## config.mk

```make
export PLATFORM = sky130hd
export DESIGN_NAME = bounded_deque_engine_flat
export DESIGN_NICKNAME = d
export VERILOG_FILES = /design/src/hw/rtl/bde_pkg.sv /design/src/hw/rtl/bde_if.sv /design/src/hw/rtl/bounded_deque_engine.sv /design/src/hw/rtl/bde_ram.sv /design/src/flat_wrapper.sv
export SDC_FILE = /design/constraint.sdc
export NUM_CORES = 1
export LEC_CHECK = 0
export BUFFER_PORTS_ARGS = -buffer_cell sky130_fd_sc_hd__buf_2
export CAP_MARGIN = 0
export CORE_MARGIN = 4
export CORE_UTILIZATION = 60
export DETAILED_ROUTE_END_ITERATION = 16
export PLACE_DENSITY = 0.77
export SETUP_SLACK_MARGIN = 0.1
export SYNTH_ARGS = -nofsm -noshare
export SYNTH_HDL_FRONTEND = slang
export SYNTH_SLANG_ARGS = --single-unit
```

## constraint.sdc

```tcl
create_clock -name i_clk -period 16 [get_ports i_clk]
set_input_delay 2.4 -clock i_clk [delete_from_list [all_inputs] [get_ports i_clk]]
set_output_delay 2.4 -clock i_clk [all_outputs]
set_load 0.05 [all_outputs]
```

## src/hw/rtl/bde_pkg.sv

```systemverilog
package bde_pkg;

    localparam int DEPTH_DEF  = 16;
    localparam int DATA_W_DEF = 32;

    localparam int OP_W    = 4;
    localparam int VALUE_W = 32;
    localparam int ARG_W   = 16;
    localparam int ST_W    = 3;
    localparam int NUM_W   = 5;
    localparam int CFG_W   = 5;

    typedef enum logic [OP_W-1:0] {
        OP_PUSH_BACK  = 4'd0,
        OP_PUSH_FRONT = 4'd1,
        OP_POP_BACK   = 4'd2,
        OP_POP_FRONT  = 4'd3,
        OP_INSERT     = 4'd4,
        OP_REMOVE     = 4'd5,
        OP_READ       = 4'd6,
        OP_WRITE      = 4'd7,
        OP_DELETE     = 4'd8,
        OP_FIND       = 4'd9,
        OP_COUNT      = 4'd10,
        OP_ROTATE     = 4'd11,
        OP_REVERSE    = 4'd12,
        OP_CLEAR      = 4'd13,
        OP_LENGTH     = 4'd14,
        OP_NONE       = 4'd15
    } t_op;

    typedef enum logic [ST_W-1:0] {
        ST_OK    = 3'd0,
        ST_EMPTY = 3'd1,
        ST_RANGE = 3'd2,
        ST_MISS  = 3'd3,
        ST_FULL  = 3'd4
    } t_status;

    localparam logic CFG_BOUNDED = 1'b0;
    localparam logic CFG_MAX_LEN = 1'b1;

endpackage

```

## src/hw/rtl/bde_if.sv

```systemverilog
interface bde_in_if import bde_pkg::*; ();
    logic                     valid;
    logic                     ready;
    logic [OP_W-1:0]          op;
    logic [VALUE_W-1:0]       value;
    logic signed [ARG_W-1:0]  position_arg;
    logic signed [ARG_W-1:0]  stop_arg;

    modport source (output valid, op, value, position_arg, stop_arg, input ready);
    modport sink (input valid, op, value, position_arg, stop_arg, output ready);
endinterface

interface bde_out_if import bde_pkg::*; ();
    logic                 valid;
    logic                 ready;
    logic [ST_W-1:0]      status;
    logic [VALUE_W-1:0]   result_value;
    logic [NUM_W-1:0]     result_number;
    logic [NUM_W-1:0]     length;

    modport source (output valid, status, result_value, result_number, length, input ready);
    modport sink (input valid, status, result_value, result_number, length, output ready);
endinterface

```

## src/hw/rtl/bounded_deque_engine.sv

```systemverilog
// Double-ended queue of up to DEPTH words in a circular single-port-read RAM, run by a
// small sequencer that takes one request at a time. Push, write, clear and length end
// in the start state; pop and read also pass through a read-data state. Remove, find and
// count read one entry at a time; insert and delete shift one entry at a time; reverse
// swaps one pair at a time; rotate runs a bit-serial modulo and then moves one entry at
// a time, up to length-1 moves. The run time of a request is set by the one RAM read
// port and the serial modulo. While an earlier result is held at the output, the
// sequencer waits in its done state.
module bounded_deque_engine import bde_pkg::*; #(
    parameter int DEPTH  = DEPTH_DEF,
    parameter int DATA_W = DATA_W_DEF
) (
    input  logic              i_clk,
    input  logic              i_rst_n,
    bde_in_if.sink            i_req,
    bde_out_if.source         o_rsp,
    input  logic              i_cfg_we,
    input  logic              i_cfg_idx,
    input  logic [CFG_W-1:0]  i_cfg_data
);
    localparam int AW = $clog2(DEPTH);
    localparam int CW = $clog2(DEPTH + 1);
    localparam int IW = 18;

    typedef enum logic [16:0] {
        S_IDLE  = 17'h00001,
        S_START = 17'h00002,
        S_POPD  = 17'h00004,
        S_SHL   = 17'h00008,
        S_SHLW  = 17'h00010,
        S_SHR   = 17'h00020,
        S_SHRW  = 17'h00040,
        S_SCAN  = 17'h00080,
        S_CMP   = 17'h00100,
        S_DIV   = 17'h00200,
        S_ROT   = 17'h00400,
        S_ROTW  = 17'h00800,
        S_REV   = 17'h01000,
        S_REV1  = 17'h02000,
        S_REV2  = 17'h04000,
        S_REV3  = 17'h08000,
        S_DONE  = 17'h10000
    } t_state;

    t_state r_state, n_state;
    logic [AW-1:0] r_head, n_head;
    logic [CW-1:0] r_cnt, n_cnt;
    logic r_bounded;
    logic [CFG_W-1:0] r_max_len;
    logic r_ovalid, n_ovalid;

    t_op r_op, n_op;
    logic [DATA_W-1:0] r_val, n_val;
    logic signed [ARG_W-1:0] r_pos, n_pos, r_stop, n_stop;
    logic [CW-1:0] r_i, n_i, r_end, n_end, r_num, n_num;
    t_status r_status, n_status;
    logic [VALUE_W-1:0] r_rv, n_rv;
    logic [DATA_W-1:0] r_tmp, n_tmp;
    logic [ARG_W-1:0] r_dvd, n_dvd;
    logic [3:0] r_bit, n_bit;
    logic r_dir, n_dir;
    logic [ST_W-1:0] r_o_status, n_o_status;
    logic [VALUE_W-1:0] r_o_rv, n_o_rv;
    logic [NUM_W-1:0] r_o_num, n_o_num, r_o_len, n_o_len;

    logic ram_we;
    logic [AW-1:0] ram_waddr, ram_raddr;
    logic [DATA_W-1:0] ram_wdata, ram_rdata;

    bde_ram #(.W(DATA_W), .D(DEPTH)) u_ram (
        .i_clk   (i_clk),
        .i_we    (ram_we),
        .i_waddr (ram_waddr),
        .i_wdata (ram_wdata),
        .i_raddr (ram_raddr),
        .o_rdata (ram_rdata)
    );

    function automatic logic [AW-1:0] slot_of(input logic [AW-1:0] h, input logic [CW-1:0] i);
        logic [CW:0] s;
        s = (CW+1)'(h) + (CW+1)'(i);
        if (s >= (CW+1)'(DEPTH)) begin
            s = s - (CW+1)'(DEPTH);
        end
        return s[AW-1:0];
    endfunction

    function automatic logic [AW-1:0] inc_ptr(input logic [AW-1:0] h);
        return (h == AW'(DEPTH - 1)) ? '0 : h + AW'(1);
    endfunction

    function automatic logic [AW-1:0] dec_ptr(input logic [AW-1:0] h);
        return (h == '0) ? AW'(DEPTH - 1) : h - AW'(1);
    endfunction

    function automatic logic [VALUE_W-1:0] to_word(input logic [DATA_W-1:0] d);
        logic [DATA_W+VALUE_W-1:0] w;
        w = {{VALUE_W{1'b0}}, d};
        return w[VALUE_W-1:0];
    endfunction

    function automatic logic [NUM_W-1:0] to_num(input logic [CW-1:0] c);
        logic [CW+NUM_W-1:0] w;
        w = {{NUM_W{1'b0}}, c};
        return w[NUM_W-1:0];
    endfunction

    logic cnt_eq_max;
    logic signed [IW-1:0] n_s, pos_s, stop_s, p_adj, st_adj;
    logic [CW:0] rem2;

    assign cnt_eq_max = ({{CFG_W{1'b0}}, r_cnt} == {{CW{1'b0}}, r_max_len});
    assign n_s    = signed'(IW'(r_cnt));
    assign pos_s  = IW'(r_pos);
    assign stop_s = IW'(r_stop);
    assign rem2   = {r_i, r_dvd[ARG_W-1]};

    always_comb begin
        logic [AW-1:0] h1;
        logic [CW-1:0] c1;
        logic [DATA_W+VALUE_W-1:0] vw;
        n_state = r_state;
        n_head = r_head;
        n_cnt = r_cnt;
        n_ovalid = r_ovalid;
        n_op = r_op;
        n_val = r_val;
        n_pos = r_pos;
        n_stop = r_stop;
        n_i = r_i;
        n_end = r_end;
        n_num = r_num;
        n_status = r_status;
        n_rv = r_rv;
        n_tmp = r_tmp;
        n_dvd = r_dvd;
        n_bit = r_bit;
        n_dir = r_dir;
        n_o_status = r_o_status;
        n_o_rv = r_o_rv;
        n_o_num = r_o_num;
        n_o_len = r_o_len;
        ram_we = 1'b0;
        ram_waddr = '0;
        ram_wdata = r_val;
        ram_raddr = '0;
        h1 = r_head;
        c1 = r_cnt;
        p_adj = '0;
        st_adj = '0;
        vw = {{DATA_W{1'b0}}, i_req.value};

        if (r_ovalid && o_rsp.ready) begin
            n_ovalid = 1'b0;
        end

        case (r_state)
            S_IDLE: begin
                if (i_req.valid) begin
                    n_op = t_op'(i_req.op);
                    n_val = vw[DATA_W-1:0];
                    n_pos = i_req.position_arg;
                    n_stop = i_req.stop_arg;
                    n_state = S_START;
                end
            end
            S_START: begin
                n_status = ST_OK;
                n_rv = '0;
                n_num = '0;
                n_state = S_DONE;
                p_adj = (pos_s < 0) ? pos_s + n_s : pos_s;
                case (r_op)
                    OP_PUSH_BACK, OP_PUSH_FRONT: begin
                        if (!(r_bounded && r_max_len == '0)) begin
                            if (r_bounded && cnt_eq_max) begin
                                c1 = r_cnt - CW'(1);
                                if (r_op == OP_PUSH_BACK) begin
                                    h1 = inc_ptr(r_head);
                                end
                            end
                            n_head = h1;
                            n_cnt = c1;
                            if (c1 >= CW'(DEPTH)) begin
                                n_status = ST_FULL;
                            end else if (r_op == OP_PUSH_FRONT) begin
                                ram_we = 1'b1;
                                ram_waddr = dec_ptr(h1);
                                n_head = dec_ptr(h1);
                                n_cnt = c1 + CW'(1);
                            end else begin
                                ram_we = 1'b1;
                                ram_waddr = slot_of(h1, c1);
                                n_cnt = c1 + CW'(1);
                            end
                        end
                    end
                    OP_POP_BACK, OP_POP_FRONT: begin
                        if (r_cnt == '0) begin
                            n_status = ST_EMPTY;
                        end else begin
                            n_cnt = r_cnt - CW'(1);
                            n_state = S_POPD;
                            if (r_op == OP_POP_BACK) begin
                                ram_raddr = slot_of(r_head, r_cnt - CW'(1));
                            end else begin
                                ram_raddr = r_head;
                                n_head = inc_ptr(r_head);
                            end
                        end
                    end
                    OP_INSERT: begin
                        if (r_bounded && cnt_eq_max) begin
                            n_status = ST_RANGE;
                        end else if (r_cnt >= CW'(DEPTH)) begin
                            n_status = ST_FULL;
                        end else begin
                            if (p_adj < 0) begin
                                p_adj = '0;
                            end
                            if (p_adj > n_s) begin
                                p_adj = n_s;
                            end
                            n_end = CW'(p_adj);
                            n_i = r_cnt;
                            n_state = S_SHR;
                        end
                    end
                    OP_READ, OP_WRITE, OP_DELETE: begin
                        if (p_adj < 0 || p_adj >= n_s) begin
                            n_status = ST_RANGE;
                        end else if (r_op == OP_READ) begin
                            ram_raddr = slot_of(r_head, CW'(p_adj));
                            n_state = S_POPD;
                        end else if (r_op == OP_WRITE) begin
                            ram_we = 1'b1;
                            ram_waddr = slot_of(r_head, CW'(p_adj));
                        end else begin
                            n_i = CW'(p_adj);
                            n_state = S_SHL;
                        end
                    end
                    OP_REMOVE, OP_COUNT: begin
                        n_status = (r_op == OP_REMOVE) ? ST_MISS : ST_OK;
                        n_i = '0;
                        n_end = r_cnt;
                        n_state = S_SCAN;
                    end
                    OP_FIND: begin
                        if (p_adj < 0) begin
                            p_adj = '0;
                        end
                        st_adj = (stop_s < 0) ? stop_s + n_s : stop_s;
                        if (st_adj < 0) begin
                            st_adj = '0;
                        end
                        if (st_adj > n_s) begin
                            st_adj = n_s;
                        end
                        if (p_adj > st_adj) begin
                            p_adj = st_adj;
                        end
                        n_status = ST_MISS;
                        n_i = CW'(p_adj);
                        n_end = CW'(st_adj);
                        n_state = S_SCAN;
                    end
                    OP_ROTATE: begin
                        if (r_pos != '0 && r_cnt != '0) begin
                            n_dvd = r_pos[ARG_W-1] ? (~r_pos + ARG_W'(1)) : r_pos;
                            n_dir = !r_pos[ARG_W-1];
                            n_i = '0;
                            n_bit = '0;
                            n_state = S_DIV;
                        end
                    end
                    OP_REVERSE: begin
                        if (r_cnt > CW'(1)) begin
                            n_i = '0;
                            n_end = r_cnt - CW'(1);
                            n_state = S_REV;
                        end
                    end
                    OP_CLEAR: begin
                        n_cnt = '0;
                        n_head = '0;
                    end
                    default: begin
                    end
                endcase
            end
            S_POPD: begin
                n_rv = to_word(ram_rdata);
                n_state = S_DONE;
            end
            S_SHL: begin
                if (r_i + CW'(1) < r_cnt) begin
                    ram_raddr = slot_of(r_head, r_i + CW'(1));
                    n_state = S_SHLW;
                end else begin
                    n_cnt = r_cnt - CW'(1);
                    n_state = S_DONE;
                end
            end
            S_SHLW: begin
                ram_we = 1'b1;
                ram_waddr = slot_of(r_head, r_i);
                ram_wdata = ram_rdata;
                n_i = r_i + CW'(1);
                n_state = S_SHL;
            end
            S_SHR: begin
                if (r_i > r_end) begin
                    ram_raddr = slot_of(r_head, r_i - CW'(1));
                    n_state = S_SHRW;
                end else begin
                    ram_we = 1'b1;
                    ram_waddr = slot_of(r_head, r_end);
                    n_cnt = r_cnt + CW'(1);
                    n_state = S_DONE;
                end
            end
            S_SHRW: begin
                ram_we = 1'b1;
                ram_waddr = slot_of(r_head, r_i);
                ram_wdata = ram_rdata;
                n_i = r_i - CW'(1);
                n_state = S_SHR;
            end
            S_SCAN: begin
                if (r_i < r_end) begin
                    ram_raddr = slot_of(r_head, r_i);
                    n_state = S_CMP;
                end else begin
                    n_state = S_DONE;
                end
            end
            S_CMP: begin
                n_state = S_SCAN;
                n_i = r_i + CW'(1);
                if (ram_rdata == r_val) begin
                    if (r_op == OP_REMOVE) begin
                        n_status = ST_OK;
                        n_i = r_i;
                        n_state = S_SHL;
                    end else if (r_op == OP_FIND) begin
                        n_status = ST_OK;
                        n_num = r_i;
                        n_state = S_DONE;
                    end else begin
                        n_num = r_num + CW'(1);
                    end
                end
            end
            S_DIV: begin
                n_i = (rem2 >= {1'b0, r_cnt}) ? CW'(rem2 - {1'b0, r_cnt}) : CW'(rem2);
                n_dvd = r_dvd << 1;
                n_bit = r_bit + 4'd1;
                if (r_bit == 4'd15) begin
                    n_state = S_ROT;
                end
            end
            S_ROT: begin
                if (r_i != '0) begin
                    ram_raddr = r_dir ? slot_of(r_head, r_cnt - CW'(1)) : r_head;
                    n_state = S_ROTW;
                end else begin
                    n_state = S_DONE;
                end
            end
            S_ROTW: begin
                ram_we = 1'b1;
                ram_wdata = ram_rdata;
                if (r_dir) begin
                    ram_waddr = dec_ptr(r_head);
                    n_head = dec_ptr(r_head);
                end else begin
                    ram_waddr = slot_of(r_head, r_cnt);
                    n_head = inc_ptr(r_head);
                end
                n_i = r_i - CW'(1);
                n_state = S_ROT;
            end
            S_REV: begin
                if (r_i < r_end) begin
                    ram_raddr = slot_of(r_head, r_i);
                    n_state = S_REV1;
                end else begin
                    n_state = S_DONE;
                end
            end
            S_REV1: begin
                n_tmp = ram_rdata;
                ram_raddr = slot_of(r_head, r_end);
                n_state = S_REV2;
            end
            S_REV2: begin
                ram_we = 1'b1;
                ram_waddr = slot_of(r_head, r_i);
                ram_wdata = ram_rdata;
                n_state = S_REV3;
            end
            S_REV3: begin
                ram_we = 1'b1;
                ram_waddr = slot_of(r_head, r_end);
                ram_wdata = r_tmp;
                n_i = r_i + CW'(1);
                n_end = r_end - CW'(1);
                n_state = S_REV;
            end
            S_DONE: begin
                if (!r_ovalid || o_rsp.ready) begin
                    n_ovalid = 1'b1;
                    n_o_status = r_status;
                    n_o_rv = r_rv;
                    n_o_num = to_num(r_num);
                    n_o_len = to_num(r_cnt);
                    n_state = S_IDLE;
                end
            end
            default: begin
                n_state = S_IDLE;
            end
        endcase
    end

    always_ff @(posedge i_clk) begin
        if (!i_rst_n) begin
            r_state <= S_IDLE;
            r_head <= '0;
            r_cnt <= '0;
            r_bounded <= 1'b0;
            r_max_len <= CFG_W'(16);
            r_ovalid <= 1'b0;
        end else begin
            r_state <= n_state;
            r_head <= n_head;
            r_cnt <= n_cnt;
            r_ovalid <= n_ovalid;
            if (i_cfg_we) begin
                case (i_cfg_idx)
                    CFG_BOUNDED: r_bounded <= i_cfg_data[0];
                    CFG_MAX_LEN: r_max_len <= i_cfg_data;
                    default: begin
                    end
                endcase
            end
        end
    end

    always_ff @(posedge i_clk) begin
        r_op <= n_op;
        r_val <= n_val;
        r_pos <= n_pos;
        r_stop <= n_stop;
        r_i <= n_i;
        r_end <= n_end;
        r_num <= n_num;
        r_status <= n_status;
        r_rv <= n_rv;
        r_tmp <= n_tmp;
        r_dvd <= n_dvd;
        r_bit <= n_bit;
        r_dir <= n_dir;
        r_o_status <= n_o_status;
        r_o_rv <= n_o_rv;
        r_o_num <= n_o_num;
        r_o_len <= n_o_len;
    end

    assign i_req.ready = (r_state == S_IDLE);
    assign o_rsp.valid = r_ovalid;
    assign o_rsp.status = r_o_status;
    assign o_rsp.result_value = r_o_rv;
    assign o_rsp.result_number = r_o_num;
    assign o_rsp.length = r_o_len;

    a_cnt_bound: assert property (@(posedge i_clk) disable iff (!i_rst_n)
        r_cnt <= CW'(DEPTH)) else $error("item count above store depth");
    a_head_bound: assert property (@(posedge i_clk) disable iff (!i_rst_n)
        r_head < AW'(DEPTH - 1) || r_head == AW'(DEPTH - 1)) else $error("head out of range");
    a_accept_start: assert property (@(posedge i_clk) disable iff (!i_rst_n)
        (i_req.valid && i_req.ready) |=> r_state == S_START) else $error("request not started");
    a_done_hold: assert property (@(posedge i_clk) disable iff (!i_rst_n)
        (r_state == S_DONE && r_ovalid && !o_rsp.ready) |=> r_state == S_DONE)
        else $error("result left while output blocked");
endmodule

```

## src/hw/rtl/bde_ram.sv

```systemverilog
module bde_ram #(
    parameter int W = 32,
    parameter int D = 16
) (
    input  logic                 i_clk,
    input  logic                 i_we,
    input  logic [$clog2(D)-1:0] i_waddr,
    input  logic [W-1:0]         i_wdata,
    input  logic [$clog2(D)-1:0] i_raddr,
    output logic [W-1:0]         o_rdata
);
    logic [W-1:0] r_mem [D];
    logic [W-1:0] r_rdata;

    always_ff @(posedge i_clk) begin
        if (i_we) begin
            r_mem[i_waddr] <= i_wdata;
        end
        r_rdata <= r_mem[i_raddr];
    end

    assign o_rdata = r_rdata;
endmodule
```

## src/flat_wrapper.sv

```systemverilog
// flat-port wrapper written by rule: the top's interface ports become plain ports
module bounded_deque_engine_flat import bde_pkg::*;
#(
    parameter int DEPTH  = DEPTH_DEF,
    parameter int DATA_W = DATA_W_DEF
)
  (i_clk, i_rst_n, i_cfg_we, i_cfg_idx, i_cfg_data, i_req_valid, i_req_op, i_req_value, i_req_position_arg, i_req_stop_arg, i_req_ready, o_rsp_valid, o_rsp_status, o_rsp_result_value, o_rsp_result_number, o_rsp_length, o_rsp_ready);
  bde_in_if i_req_i ();
  bde_out_if o_rsp_i ();
  input  logic i_clk;
  input  logic i_rst_n;
  input  logic i_cfg_we;
  input  logic i_cfg_idx;
  input  logic [CFG_W-1:0] i_cfg_data;
  input wire logic [$bits(i_req_i.valid)-1:0] i_req_valid;
  input wire logic [$bits(i_req_i.op)-1:0] i_req_op;
  input wire logic [$bits(i_req_i.value)-1:0] i_req_value;
  input wire logic [$bits(i_req_i.position_arg)-1:0] i_req_position_arg;
  input wire logic [$bits(i_req_i.stop_arg)-1:0] i_req_stop_arg;
  output wire logic [$bits(i_req_i.ready)-1:0] i_req_ready;
  output wire logic [$bits(o_rsp_i.valid)-1:0] o_rsp_valid;
  output wire logic [$bits(o_rsp_i.status)-1:0] o_rsp_status;
  output wire logic [$bits(o_rsp_i.result_value)-1:0] o_rsp_result_value;
  output wire logic [$bits(o_rsp_i.result_number)-1:0] o_rsp_result_number;
  output wire logic [$bits(o_rsp_i.length)-1:0] o_rsp_length;
  input wire logic [$bits(o_rsp_i.ready)-1:0] o_rsp_ready;
  assign i_req_i.valid = i_req_valid;
  assign i_req_i.op = i_req_op;
  assign i_req_i.value = i_req_value;
  assign i_req_i.position_arg = i_req_position_arg;
  assign i_req_i.stop_arg = i_req_stop_arg;
  assign i_req_ready = i_req_i.ready;
  assign o_rsp_valid = o_rsp_i.valid;
  assign o_rsp_status = o_rsp_i.status;
  assign o_rsp_result_value = o_rsp_i.result_value;
  assign o_rsp_result_number = o_rsp_i.result_number;
  assign o_rsp_length = o_rsp_i.length;
  assign o_rsp_i.ready = o_rsp_ready;
  bounded_deque_engine #(.DEPTH(DEPTH), .DATA_W(DATA_W)) u_core (.i_clk(i_clk), .i_rst_n(i_rst_n), .i_req(i_req_i), .o_rsp(o_rsp_i), .i_cfg_we(i_cfg_we), .i_cfg_idx(i_cfg_idx), .i_cfg_data(i_cfg_data));
endmodule
```

==> results.cfg, run 1 <==
[timing]
rsz_0062_raised_after_global_routing = no
worst_slew_margin_rel_pct = 10.3
tns_ns = 0
number_of_pins_exceeding_their_max_slew_limit_in_the_final_report = 0
period_minus_slack_ns = 6.52
setup_viol_count_final = 0
skew_ns = 0.0303
max_clock_freq_mhz = 153
worst-slew-pin-transition_ns = 1.35
finalCritPeriodShare_pct = 40.7
hold_viol = 0

[hold_path]
worstHoldStart = u_core.r_rv[26]
hold_path_depth = 0
min_to = u_core.o_rsp.result_value[26]
worst_hold_path_type = reg2reg

[routing]
totalWireLength_um = 105000
route.detailed.drc = 0
detail_route.first_pass.iterations = 6
antenna_violating_nets_post_route = 0
vias = 25000
dr.first_iter.drc_count = 2770
viasPerCell = 6.57
route.detailed.wl_per_inst_um = 27.7

[cts]
clk_pin_slew_ns = 0.06
source_to_sink_clock_delay_at_the_later_pin_of_the_worst_skew_pair_ns = 0.64
post_cts_repair_timing_setup_buffer_count = 0
hold_buffers = 0
postCtsResizedCells = 0
clock-sinks = 793
cts-root-to-sink-buffers = 3
clock-root-buffer = clkbuf_16
tritoncts = done
cts_inserted_buffers = 82
cts-htree-levels = 3

[global_route]
largest_net_degree_at_the_start_of_global_routing = 146
global_route_wire_length_before_repair_um = 155000
first_global_vias = 24700
grt_resource_usage_total_pct = 31.3
antenna_found_initial = 2
global_route_overflow = 0

[yosys]
synth_fa_ha_area_share_pct = 3.71
ys_async_sr_fraction_pct = 0
synth_seq_cells = 793
synth.top_cell.area_share_pct = 59.1
yosys.area.top_type = edfxtp_1
synth_compound_area_share_pct = 10.1
synth_seq_area_share_pct = 62.6
average_footprint_of_a_synthesized_cell_um2 = 13.1
yosys_cell_types = 100
yosys-mux-area-fraction_pct = 8.32
synth_edf_count = 728
synthMostInstantiatedCell = edfxtp_1
synth-xor-area-share_pct = 2.76
synth_top_cells_by_area = edfxtp_1, mux2i_1, dfxtp_1
synth.cell_area_um2 = 37000
synth_simple_gate_area_share_pct = 9.90
largest_family_of_logic_cells_by_synthesized_area = compound AO/OA/AOI/OAI gates
synth.top_cells.by_count = edfxtp_1, mux2i_1, nand2_1
yosys_synthesis_warning_count = 0
postSynth.topFlopCell = edfxtp_1
netlist_instances = 2816

[critical_path]
max_stage_delay_ns = 0.47
end_kind = register
critical_path_class = reg2reg
worst_path_max_delay_cell = fa_1
timing.reg2reg.setup_slack_ns = 9.48
timing.critical_path.arrival_ns = 6.86
reg2reg_depth = 29
path_common_cell = a21oi_1
worst_setup_path_start_kind = register
critical_path.reg2reg.startpoint = u_core.r_stop[0]
timing.critical_path.required_ns = 16.35
timing.rr.end = u_core.r_i[3]
crit_path_max_fanout = 6

[placed_design]
gp_congestion = 0.980
numPortBuffers = 125
place_area_um2 = 38600
post-dp-hpwl_um = 65700

[floorplan]
design.portCount = 126
rows = 90
design.core.area_um2 = 60700
die_height_um = 256
die_area_um2 = 65700
die_w_um = 256
start_util_pct = 61.0

[cells_and_area]
nets_finish = 3136
layout_overhead_on_the_synthesized_area_pct = 11.8
antenna_cells_inserted = 0
layout-drive-gt1-share_pct = 12.8
final_area_um2 = 41400

[power_and_ir_drop]
total_leakage_power_nw = 16.0
pwr_density_cell_nw_per_um2 = 113
max-vdd-ir-drop_v = 0.000128

[run_status]
status = finished clean

[run]
maxCapViolCount = 0
through the flow:
step                utilization [%]  setup slack [ns]  hold WS (ns)  power (mW)  std cells
floorplan                         -             10.20         0.400        2.63       2826
global placement               63.6              9.60         0.404        2.74       3652
detailed placement             63.6              9.59         0.405        2.75       3652
CTS                            68.2              9.56         0.419        4.67       3805
global route                   68.2              8.96         0.435        4.80       3805
finish                         68.2              9.48         0.419        4.66       3805
state kept, by name, summed over array words and instances (netlist names), 5 cells and up:
signal and count:
u_core.r_val 32, u_core.u_ram.r_mem 512, u_core.r_state 17, u_core.r_cnt 5, u_core.r_rv 32, u_core.r_end 5, u_core.o_rsp.length 5, u_core.r_dvd 16
u_core.r_stop 16, u_core.r_pos 16, u_core.r_tmp 32, u_core.o_rsp.result_number 5, u_core.r_i 5, u_core.r_max_len 5, u_core.u_ram.o_rdata 32, u_core.o_rsp.result_value 32
u_core.r_num 5
cell usage in the layout, fill, tap and decap left out, drive strengths merged, types with 11 or more instances in the layout:
cell    synthesis  layout
xor2           29      29
and2           52      52
a21o           27      27
or3            17      17
mux2           12      12
fa             11      11
clkbuf         75     105
nand2         281     281
a31oi          21      21
a211oi         16      16
xnor2          85      85
nor2          139     139
nand3          77      77
inv            64      67
mux2i         293     293
conb            1      11
buf            61     180
o221ai         12      12
ha             92      92
a22oi         100     100
o22ai          14      14
and3           15      15
nor4           14      14
o211ai         44      44
nand4          24      24
nor3           39      39
edfxtp        728     728
nand2b         22      22
nor2b          19      19
a21oi          89      89
clkinv          3      35
a21boi         13      13
dfxtp          65      65
o21ai         114     114
power by group:
part	total [mW]	internal [mW]	switching [mW]
sequential	2.38	2.34	0.0378
clock	1.93	1.13	0.803
combinational	0.343	0.102	0.242
critical path, delay by kind of cell, from the launching register on:
| family | cells | cell delay (ns) |
|---|---|---|
| AOI/OAI and AO/OA | 19 | 3.57 |
| adders and majority gates | 4 | 1.30 |
| DFF | 1 | 0.40 |
| and+or+nand+nor | 6 | 0.95 |
how the worst max path moves through the flow:
stage / slack (ns) / end / cells after the start / from
floorplan: 10.20 / u_core.r_i[1] / 30 / u_core.r_cnt[0]
global placement: 9.60 / u_core.r_i[4] / 29 / u_core.r_stop[0]
detailed placement: 9.59 / u_core.r_i[3] / 29 / u_core.r_stop[0]
CTS: 9.56 / u_core.r_i[3] / 29 / u_core.r_stop[0]
global route: 8.96 / u_core.r_i[4] / 29 / u_core.r_stop[0]
finish: 9.48 / u_core.r_i[3] / 29 / u_core.r_stop[0]
metal layers:
layer  up-vias  track usage [%]  wire length, µm
met4         4             14.6             5470
met3       314             5.36             8910
li1      11000                -                -
met1     12300             40.5            40200
met5         -                0               21
met2      1375             51.9            50600
layout make-up:
| class | count | area (µm²) |
|---|---|---|
| Clock inverter | 48 | 532 |
| Sequential cell | 793 | 23200 |
| Fill cell | 4216 | 19300 |
| Timing Repair Buffer | 180 | 1050 |
| Tap cell | 782 | 978 |
| Clock buffer | 105 | 2240 |
| Inverter | 67 | 251 |
| Multi-Input combinational cell | 1830 | 13200 |
cells by family after synthesis:
kind of cell | count (synthesis)
muxes | 305
AOI/OAI and AO/OA | 546
buffers and inverters | 203
other | 1
adders and majority gates | 103
xor gates and xnor gates | 115
DFF | 793
and+or+nand+nor | 750
No activity file was read; power rests on OpenSTA's default activity.
==> inputs of run 2 (changes only) <==
CORE_UTILIZATION = 56   (was 60)
PLACE_DENSITY = 0.76   (was 0.77)
clock period = 5.8 ns   (was 16 ns; I/O delays follow)
==> run 2 against run 1 <==
Compared with the run above:
- clock skew shrank 0.00072 ns
- routed wire length rose by 2.6%
- clock-buffer cell count rose by 3
- critical path depth decreased by 1
- utilization decreased by 3.3 points
==> results.cfg, run 2 (synthesis results as in run 1) <==
[run_status]
status = finished clean

[routing]
route.detailed.drc = 0
route.detailed.wl_per_inst_um = 27.5
antenna_violating_nets_post_route = 0
totalWireLength_um = 108000
dr.first_iter.drc_count = 2795
vias = 25300
viasPerCell = 6.43
detail_route.first_pass.iterations = 6

[critical_path]
worst_setup_path_start_kind = register
timing.critical_path.required_ns = 6.28
critical_path_class = reg2reg
critical_path.n_buffers_inverters = 0
max_stage_delay_ns = 0.47
timing.critical_path.arrival_ns = 5.99
end_kind = register
worst_path_max_delay_cell = or4_4
cpLargestDelayFamily = compound AO/OA/AOI/OAI gates
crit_path_max_fanout = 5

[floorplan]
design.core.area_um2 = 64900
rows = 93
start_util_pct = 57.0
die_height_um = 265
die_area_um2 = 70300
design.portCount = 126
die_w_um = 265

[timing]
fin_worst_hold_slack_ns = 0.395
hold_viol = 0
finalCritPeriodShare_pct = 95.0
timing.final.ws_setup_ns = 0.290
rsz_0062_raised_after_global_routing = yes
setup_viol_count_final = 0
max_clock_freq_mhz = 181
number_of_pins_exceeding_their_max_slew_limit_in_the_final_report = 0
worst-slew-pin-transition_ns = 1.34
skew_ns = 0.0296
worst_slew_margin_rel_pct = 10.7
period_minus_slack_ns = 5.51

[global_route]
largest_net_degree_at_the_start_of_global_routing = 141
first_global_vias = 25000
grt_resource_usage_total_pct = 30.0
grt.met1_usage_pct = 38.1
global_route_overflow = 0
gr-usage-met2_pct = 51.2
global_route_wire_length_before_repair_um = 159000
grt-busiest-layer = met2
grt_util_met3_pct = 5.67
antenna_found_initial = 2

[power_and_ir_drop]
pwr_density_cell_nw_per_um2 = 304
total_leakage_power_nw = 16.3
max-vdd-ir-drop_v = 0.000310

[cells_and_area]
largest_reg_flops = 512
layout-drive-gt1-share_pct = 14.7
most-common-layout-cells = edfxtp_1, mux2i_1, nand2_1
fillerInstances = 4662
layout_overhead_on_the_synthesized_area_pct = 13.9
top_register = u_core.u_ram.r_mem
final_area_um2 = 42100
layout.cells.most_common = edfxtp_1
nets_finish = 3189

[cts]
cts-htree-levels = 3
cts-root-to-sink-buffers = 3
tritoncts = done
source_to_sink_clock_delay_at_the_later_pin_of_the_worst_skew_pair_ns = 0.65
clk_pin_slew_ns = 0.07
cts_inserted_buffers = 79
clock-root-buffer = clkbuf_16
clock-sinks = 793

[run]
maxCapViolCount = 0

[placed_design]
post-dp-hpwl_um = 69700
gp_congestion = 0.988
place_area_um2 = 39300
preCtsSetupSlack_ns = -0.0530
numPortBuffers = 125

[hold_path]
worst_hold_path_type = in2reg
[run 2: layout make-up]
| type | instances | area [µm²] | share of cell area, % |
|---|---|---|---|
| clock inverters | 40 | 480 | 1.14 |
| flip-flops and latches | 793 | 23200 | 55.0 |
| diodes | 1 | 2.50 | 0.00594 |
| inverters | 67 | 251 | 0.597 |
| well taps | 855 | 1070 | 2.54 |
| repair buffers | 236 | 1710 | 4.06 |
| multi-input cells | 1830 | 13300 | 31.5 |
| clock buffers | 108 | 2210 | 5.24 |
[run 2: power by group]
group / internal (mW) / total (mW) / switching, mW
Clock: 3.02 / 5.22 / 2.20
Sequential: 6.46 / 6.58 / 0.119
Combinational: 0.311 / 0.998 / 0.687
[run 2: worst paths after layout]
path | startpoint | endpoint | slack (ns) | cells past startpoint
worst max register to register | u_core.r_stop[0] | u_core.r_i[0] | 0.29 | 28
worst min register to register | u_core.r_rv[26] | u_core.o_rsp.result_value[26] | 0.41 | 0
worst max-delay path | u_core.r_stop[0] | u_core.r_i[0] | 0.29 | 28
worst min-delay path | i_req_value[14] | u_core.r_val[14] | 0.39 | 1
[run 2: stage by stage]
stage | TNS, ns | total power [mW] | instances | utilization, %
floorplan | 0 | 7.25 | 2826 | -
global placement | 0 | 7.62 | 3779 | 60.6
detailed placement | -0.247 | 7.65 | 3779 | 60.6
CTS | 0 | 12.8 | 3928 | 64.8
global route | -0.153 | 13.2 | 3929 | 64.9
finish | 0 | 12.8 | 3930 | 64.9
[run 2: metal layers]
layer | routed length, µm | share of wire (%)
met5 | 13 | 0.012
met3 | 8670 | 8.0
met2 | 53100 | 49
met1 | 41300 | 38
met4 | 4880 | 4.5
[run 2: what timing repair did]
action | 4_1_cts | 5_1_grt
endpoints found under the setup margin | 5 | 456
buffers inserted | 1 | 1
hold buffers | 0 | 0
resized for setup | 8 | 17
pin swaps | 2 | 8
[run 2: worst reg2reg max path, delay by kind of cell, from the launching register on]
kind                     cells  cell delay, ns
AO/OA/AOI/OAI               16            2.19
AND/OR/NAND/NOR              8            1.50
flip-flops                   1            0.40
adder cells (fa/ha/maj)      4            1.24
